**config.mk**
```make
export PLATFORM = sky130hd
export DESIGN_NAME = opm_front
export DESIGN_NICKNAME = d
export VERILOG_FILES = /design/src/rtl/opm_pkg.sv /design/src/rtl/opm_front.sv
export SDC_FILE = /design/constraint.sdc
export NUM_CORES = 2
export LEC_CHECK = 0
export BUFFER_PORTS_ARGS = -buffer_cell sky130_fd_sc_hd__buf_2
export CORE_MARGIN = 2
export CORE_UTILIZATION = 50
export CTS_CLUSTER_DIAMETER = 60
export CTS_CLUSTER_SIZE = 20
export DETAILED_ROUTE_END_ITERATION = 16
export PLACE_DENSITY = 0.7
export SETUP_SLACK_MARGIN = 0.2
export SLEW_MARGIN = 0
export SYNTH_ARGS = -nofsm -noshare
export SYNTH_HDL_FRONTEND = slang
export SYNTH_SLANG_ARGS = --single-unit
export TNS_END_PERCENT = 20
```
**constraint.sdc**
```tcl
create_clock -name clk -period 25.2 [get_ports clk]
set_clock_uncertainty 0.05 [all_clocks]
set_input_delay 5.04 -clock clk [delete_from_list [all_inputs] [get_ports clk]]
set_output_delay 5.04 -clock clk [all_outputs]
set_load 0.05 [all_outputs]
```
**src/rtl/opm_pkg.sv**
```systemverilog
// ----------------------------------------------------------------------------
// opm_pkg
// Shared types and constants for the off-centre projection matrix core.
// ----------------------------------------------------------------------------
`timescale 1ns / 1ps

package opm_pkg;

  localparam int QW       = 32;
  localparam int NUM_W    = 64;
  localparam int DEN_W    = 34;
  localparam int UD_W     = 32;
  localparam int DIV_BITS = 32;
  localparam int NLANES   = 6;
  localparam int LANE_LAT = DIV_BITS + 1;

  localparam logic signed [QW-1:0] Q_ONE   = 32'sh0001_0000;
  localparam logic signed [QW-1:0] Q_M_ONE = 32'shFFFF_0000;
  localparam logic signed [QW-1:0] Q_MAX   = 32'sh7FFF_FFFF;
  localparam logic signed [QW-1:0] Q_MIN   = 32'sh8000_0000;

  localparam logic [0:0] CFG_CONVENTION  = 1'b0;
  localparam logic [0:0] CFG_PERSPECTIVE = 1'b1;

  localparam int L_SX = 0;
  localparam int L_SY = 1;
  localparam int L_KX = 2;
  localparam int L_KY = 3;
  localparam int L_DS = 4;
  localparam int L_DO = 5;

  typedef enum logic [1:0] {
    CONV_LH_Z01 = 2'd0,
    CONV_RH_Z01 = 2'd1,
    CONV_RH_ZPM = 2'd2
  } conv_t;

  typedef struct packed {
    logic signed [QW-1:0] left_edge;
    logic signed [QW-1:0] right_edge;
    logic signed [QW-1:0] bottom_edge;
    logic signed [QW-1:0] top_edge;
    logic signed [QW-1:0] near_depth;
    logic signed [QW-1:0] far_depth;
  } in_item_t;

  typedef struct packed {
    logic signed [QW-1:0] scale_x;
    logic signed [QW-1:0] scale_y;
    logic signed [QW-1:0] skew_x;
    logic signed [QW-1:0] skew_y;
    logic signed [QW-1:0] depth_scale;
    logic signed [QW-1:0] w_from_z;
    logic signed [QW-1:0] offset_x;
    logic signed [QW-1:0] offset_y;
    logic signed [QW-1:0] depth_offset;
    logic signed [QW-1:0] w_constant;
    logic                 degenerate;
  } out_item_t;

  typedef struct packed {
    logic  valid;
    logic  degen;
    logic  persp;
    conv_t conv;
  } side_t;

  typedef struct packed {
    logic                neg;
    logic                sat;
    logic [UD_W-1:0]     rem;
    logic [DIV_BITS-1:0] num_lo;
    logic [UD_W-1:0]     ud;
    logic [DIV_BITS-1:0] quo;
  } div_job_t;

endpackage

```
**src/rtl/opm_front.sv**
```systemverilog
// ----------------------------------------------------------------------------
// opm_front
// Extents, sums and near*far product, then numerator and denominator
// selection for the six divider lanes.
// ----------------------------------------------------------------------------
`timescale 1ns / 1ps

module opm_front (
  input  logic                             clk,
  input  logic                             rst_n,
  input  logic                             en,
  input  logic                             in_take,
  input  opm_pkg::in_item_t                in_data,
  input  opm_pkg::conv_t                   conv,
  input  logic                             persp,
  output opm_pkg::side_t                   side_o,
  output logic signed [opm_pkg::NUM_W-1:0] num_o [opm_pkg::NLANES],
  output logic signed [opm_pkg::DEN_W-1:0] den_o [opm_pkg::NLANES]
);

  logic signed [32:0] w_r, h_r, d_r, slr_r, stb_r, sfn_r;
  logic signed [31:0] n_r;
  logic signed [63:0] nf_r;
  opm_pkg::side_t     side_a_r, side_a_nxt, side_b_r;
  logic signed [opm_pkg::NUM_W-1:0] num_r [opm_pkg::NLANES];
  logic signed [opm_pkg::DEN_W-1:0] den_r [opm_pkg::NLANES];
  logic signed [opm_pkg::NUM_W-1:0] num_nxt [opm_pkg::NLANES];
  logic signed [opm_pkg::DEN_W-1:0] den_nxt [opm_pkg::NLANES];

  logic signed [32:0] w_nxt, h_nxt, d_nxt;
  logic signed [31:0] nn, ff;

  always_comb begin
    nn    = in_data.near_depth;
    ff    = in_data.far_depth;
    w_nxt = 33'(in_data.right_edge) - 33'(in_data.left_edge);
    h_nxt = 33'(in_data.top_edge) - 33'(in_data.bottom_edge);
    d_nxt = 33'(ff) - 33'(nn);
    side_a_nxt.valid = in_take;
    side_a_nxt.persp = persp;
    side_a_nxt.conv  = conv;
    side_a_nxt.degen = (w_nxt == '0) || (h_nxt == '0) || (d_nxt == '0) ||
                       (persp && ((nn <= 0) || (ff <= 0)));
  end

  always_ff @(posedge clk) begin
    if (en) begin
      w_r   <= w_nxt;
      h_r   <= h_nxt;
      d_r   <= d_nxt;
      slr_r <= 33'(in_data.left_edge) + 33'(in_data.right_edge);
      stb_r <= 33'(in_data.top_edge) + 33'(in_data.bottom_edge);
      sfn_r <= 33'(ff) + 33'(nn);
      n_r   <= nn;
      nf_r  <= 64'(nn) * 64'(ff);
    end
  end

  logic signed [63:0] w64, h64, d64, n16, slr16, stb16, sfn16, f16;

  always_comb begin
    w64   = 64'(w_r);
    h64   = 64'(h_r);
    d64   = 64'(d_r);
    n16   = 64'(n_r) <<< 16;
    f16   = (64'(sfn_r) - 64'(n_r)) <<< 16;
    slr16 = 64'(slr_r) <<< 16;
    stb16 = 64'(stb_r) <<< 16;
    sfn16 = 64'(sfn_r) <<< 16;
    for (int i = 0; i < opm_pkg::NLANES; i++) begin
      num_nxt[i] = '0;
      den_nxt[i] = '0;
    end
    den_nxt[opm_pkg::L_SX] = opm_pkg::DEN_W'(w64);
    den_nxt[opm_pkg::L_SY] = opm_pkg::DEN_W'(h64);
    den_nxt[opm_pkg::L_KX] = opm_pkg::DEN_W'(w64);
    den_nxt[opm_pkg::L_KY] = opm_pkg::DEN_W'(h64);
    den_nxt[opm_pkg::L_DS] = opm_pkg::DEN_W'(d64);
    den_nxt[opm_pkg::L_DO] = opm_pkg::DEN_W'(d64);
    if (side_a_r.persp) begin
      num_nxt[opm_pkg::L_SX] = n16 <<< 1;
      num_nxt[opm_pkg::L_SY] = n16 <<< 1;
      unique case (side_a_r.conv)
        opm_pkg::CONV_LH_Z01: begin
          num_nxt[opm_pkg::L_KX] = -slr16;
          num_nxt[opm_pkg::L_KY] = -stb16;
          num_nxt[opm_pkg::L_DS] = f16;
          num_nxt[opm_pkg::L_DO] = -nf_r;
        end
        opm_pkg::CONV_RH_Z01: begin
          num_nxt[opm_pkg::L_KX] = slr16;
          num_nxt[opm_pkg::L_KY] = stb16;
          num_nxt[opm_pkg::L_DS] = f16;
          num_nxt[opm_pkg::L_DO] = nf_r;
          den_nxt[opm_pkg::L_DS] = -opm_pkg::DEN_W'(d64);
          den_nxt[opm_pkg::L_DO] = -opm_pkg::DEN_W'(d64);
        end
        default: begin
          num_nxt[opm_pkg::L_KX] = slr16;
          num_nxt[opm_pkg::L_KY] = stb16;
          num_nxt[opm_pkg::L_DS] = -sfn16;
          num_nxt[opm_pkg::L_DO] = -(nf_r <<< 1);
        end
      endcase
    end else begin
      num_nxt[opm_pkg::L_SX] = 64'sh2_0000_0000;
      num_nxt[opm_pkg::L_SY] = 64'sh2_0000_0000;
      num_nxt[opm_pkg::L_KX] = -slr16;
      num_nxt[opm_pkg::L_KY] = -stb16;
      unique case (side_a_r.conv)
        opm_pkg::CONV_LH_Z01: begin
          num_nxt[opm_pkg::L_DS] = 64'sh1_0000_0000;
          num_nxt[opm_pkg::L_DO] = -n16;
        end
        opm_pkg::CONV_RH_Z01: begin
          num_nxt[opm_pkg::L_DS] = 64'sh1_0000_0000;
          num_nxt[opm_pkg::L_DO] = n16;
          den_nxt[opm_pkg::L_DS] = -opm_pkg::DEN_W'(d64);
          den_nxt[opm_pkg::L_DO] = -opm_pkg::DEN_W'(d64);
        end
        default: begin
          num_nxt[opm_pkg::L_DS] = -64'sh2_0000_0000;
          num_nxt[opm_pkg::L_DO] = -sfn16;
        end
      endcase
    end
  end

  always_ff @(posedge clk) begin
    if (!rst_n) begin
      side_a_r <= '0;
      side_b_r <= '0;
    end else if (en) begin
      side_a_r <= side_a_nxt;
      side_b_r <= side_a_r;
    end
  end

  always_ff @(posedge clk) begin
    if (en) begin
      num_r <= num_nxt;
      den_r <= den_nxt;
    end
  end

  assign side_o = side_b_r;
  assign num_o  = num_r;
  assign den_o  = den_r;

endmodule

```
==> metrics.csv <==
metric;value;unit
dieArea;155000;um^2
drcViolationCount;0;
drive_gt1_frac;0.116;
finalSetupViolCount;0;
multi_input_area;49200;um^2
drt_iter0_markers;6070;
async_reset_ff_frac;0;
slew_viol_final;0;
worst_pin_slew;1250;ps
postRouteAntennaNets;0;
crit_type;in2reg;
path_clk_slew;80;ps
yosys-top-cells-count;inv_1 (1,230), fa_1 (1,089), nand2_1 (674), edfxtp_1 (631), nor2_1 (495);
grt_setup_unrepaired;no;
synth_most_common_cell;inv_1;
slew_headroom;0.157;
cts_resized;0;
gp_congestion;0.987;
synth-main-ff-cell;edfxtp_1;
cts_tree;done;
clock_latency;640;ps
nets;9685;
die_x;394;um
grt_pass1_wl;368000;um
htreeDepth;2;
cts_buffers;48;
synth_edf_count;631;
rows;142;
ctsHoldBuffers;0;
drt-total-wl;245000;um
status;completed;
hold_class;reg2reg;
yosysSeqAreaShare;0.252;
cts.sinks;641;
post_cts_buffers;0;
via_per_inst;5.71;
hold_viol_final;0;
startpoint_type;primary input;
fmax;73.3;MHz
grt_usage;0.314;
synth.avg_cell_area;9.88;um^2
worstPathArrival;13960;ps
syn_to_final_growth;7.02;%
netlist_area;75900;um^2
synth_area_leader_cell;fa_1;
num_vias;57353;
dp_hpwl;192000;um
setup-tns-final;0;ps
ys_seq_elements;641;
grt_max_degree;185;
grt_pass1_vias;59067;
crit_required;25520;ps
synth_top_area_frac;0.287;
dr.pass1.iters;8;
cp_max_fo;33;
avgRoutedWirePerCell;24.4;um
endpoint_kind;register;
fp.dieH;394;um
synth_cell_types;91;
layout_min_cycle_time;13630;ps
grt-ovfl-total;0;
fillers;13245;
antenna_found_initial;25;
ioPinCount;792;
syn_inst;7681;
synth_warnings;0;
cts-root-buf;clkbuf_16;
start_util;0.505;
cap_violations;0;
cts_max_path_buffers;3;
synthTopCellsByArea;fa_1 (29%), edfxtp_1 (25%), ha_1 (6.8%);
core_region_area;150000;um^2
io_buffer_count;709;
fin_crit_sh;0.541;
ff_latch_area;19200;um^2
==> metal layers <==
layer | track usage | vias to the layer above | wire length, um
li1 | - | 24943 | -
met1 | 0.399 | 28773 | 93100
met2 | 0.512 | 3044 | 115000
met3 | 0.0678 | 581 | 23700
met4 | 0.148 | 12 | 13600
met5 | 0 | - | 93
==> placed cells by master (no fill, tap or decap), drive strengths merged, types with 68 or more instances in the layout <==
cell type	synthesis	layout
nor2	495	495
a21oi	336	336
buf	272	773
inv	1230	1244
xnor2	342	342
nand2	674	674
ha	415	415
o21ai	196	196
conb	1	82
edfxtp	631	631
xor2	170	170
nor3	122	122
fa	1089	1089
and2	456	456
nor4	68	68
a21o	83	83
==> through the flow <==
stage / area, um^2 / hold slack [ps] / instances / util / setup WS [ps]
2_1_floorplan: 76200 / 350 / 7762 / - / 12500
3_3_place_gp: 79600 / 352 / 9948 / 0.529 / 11260
3_5_place_dp: 79600 / 355 / 9948 / 0.529 / 11110
4_1_cts: 81200 / 369 / 10027 / 0.540 / 11780
5_1_grt: 81200 / 378 / 10033 / 0.540 / 11230
6_report: 81200 / 369 / 10044 / 0.540 / 11570
==> sequential cells by signal, summed over array words and instances (netlist names), 32 cells and up <==
| name | flops |
|---|---|
| nf_r | 64 |
| d_r | 33 |
| num_o | 240 |
| h_r | 33 |
| w_r | 33 |
| n_r | 32 |
| den_o | 100 |
| stb_r | 32 |
| slr_r | 32 |
| sfn_r | 32 |
==> final timing paths <==
kind	startpoint	to	slack, ps	depth (start not counted)
worst max-delay path	in_data[41]	nf_r[62]$_DFFE_PP_	11570	27
worst min register to register	h_r[21]$_DFFE_PP_	den_o[89]$_DFFE_PP_	370	0
worst min-delay path	h_r[21]$_DFFE_PP_	den_o[89]$_DFFE_PP_	370	0
worst max register to register	nf_r[0]$_DFFE_PP_	num_o[62]$_DFFE_PP_	19280	13
==> critical path, cell delays in order <==
cell and delay, ps:
buf_2 710, ha_1 370, inv_1 90, fa_1 520, inv_1 70, fa_1 450
fa_1 500, inv_1 60, fa_1 480, inv_1 50, fa_1 480, fa_1 560
fa_1 420, fa_1 440, ha_1 360, a21oi_1 170, o21ai_0 150, nand4b_1 220
o21bai_1 280, nand4b_1 400, nand3_1 260, a41oi_1 240, a311o_1 470, a31oi_1 470
o31ai_1 210, a221oi_1 350, xnor2_1 100
==> area by class of cell <==
cell class / instances / share of cell area
antenna: 17 / 0.000524
clock inverter: 25 / 0.00439
inverter: 1231 / 0.0569
tap: 2016 / 0.0311
timing repair buffer: 773 / 0.0499
clock buffer: 54 / 0.0151
sequential: 641 / 0.236
multi-input combinational: 5287 / 0.606
==> kinds of logic (layout without fill, tap and decap cells) <==
group	after synthesis	count (layout)	synth area share
flops	641	641	0.252
other cells	1	99	0.0000494
simple gates	2164	2164	0.139
mux	37	37	0.00752
fa+ha+maj	1504	1504	0.356
compound gates	988	988	0.0828
buf+inv	1834	2083	0.103
xor+xnor	512	512	0.0591
Power is not shown: default switching activity piles up to over one toggle a cycle in this logic, so the estimate is an artifact.
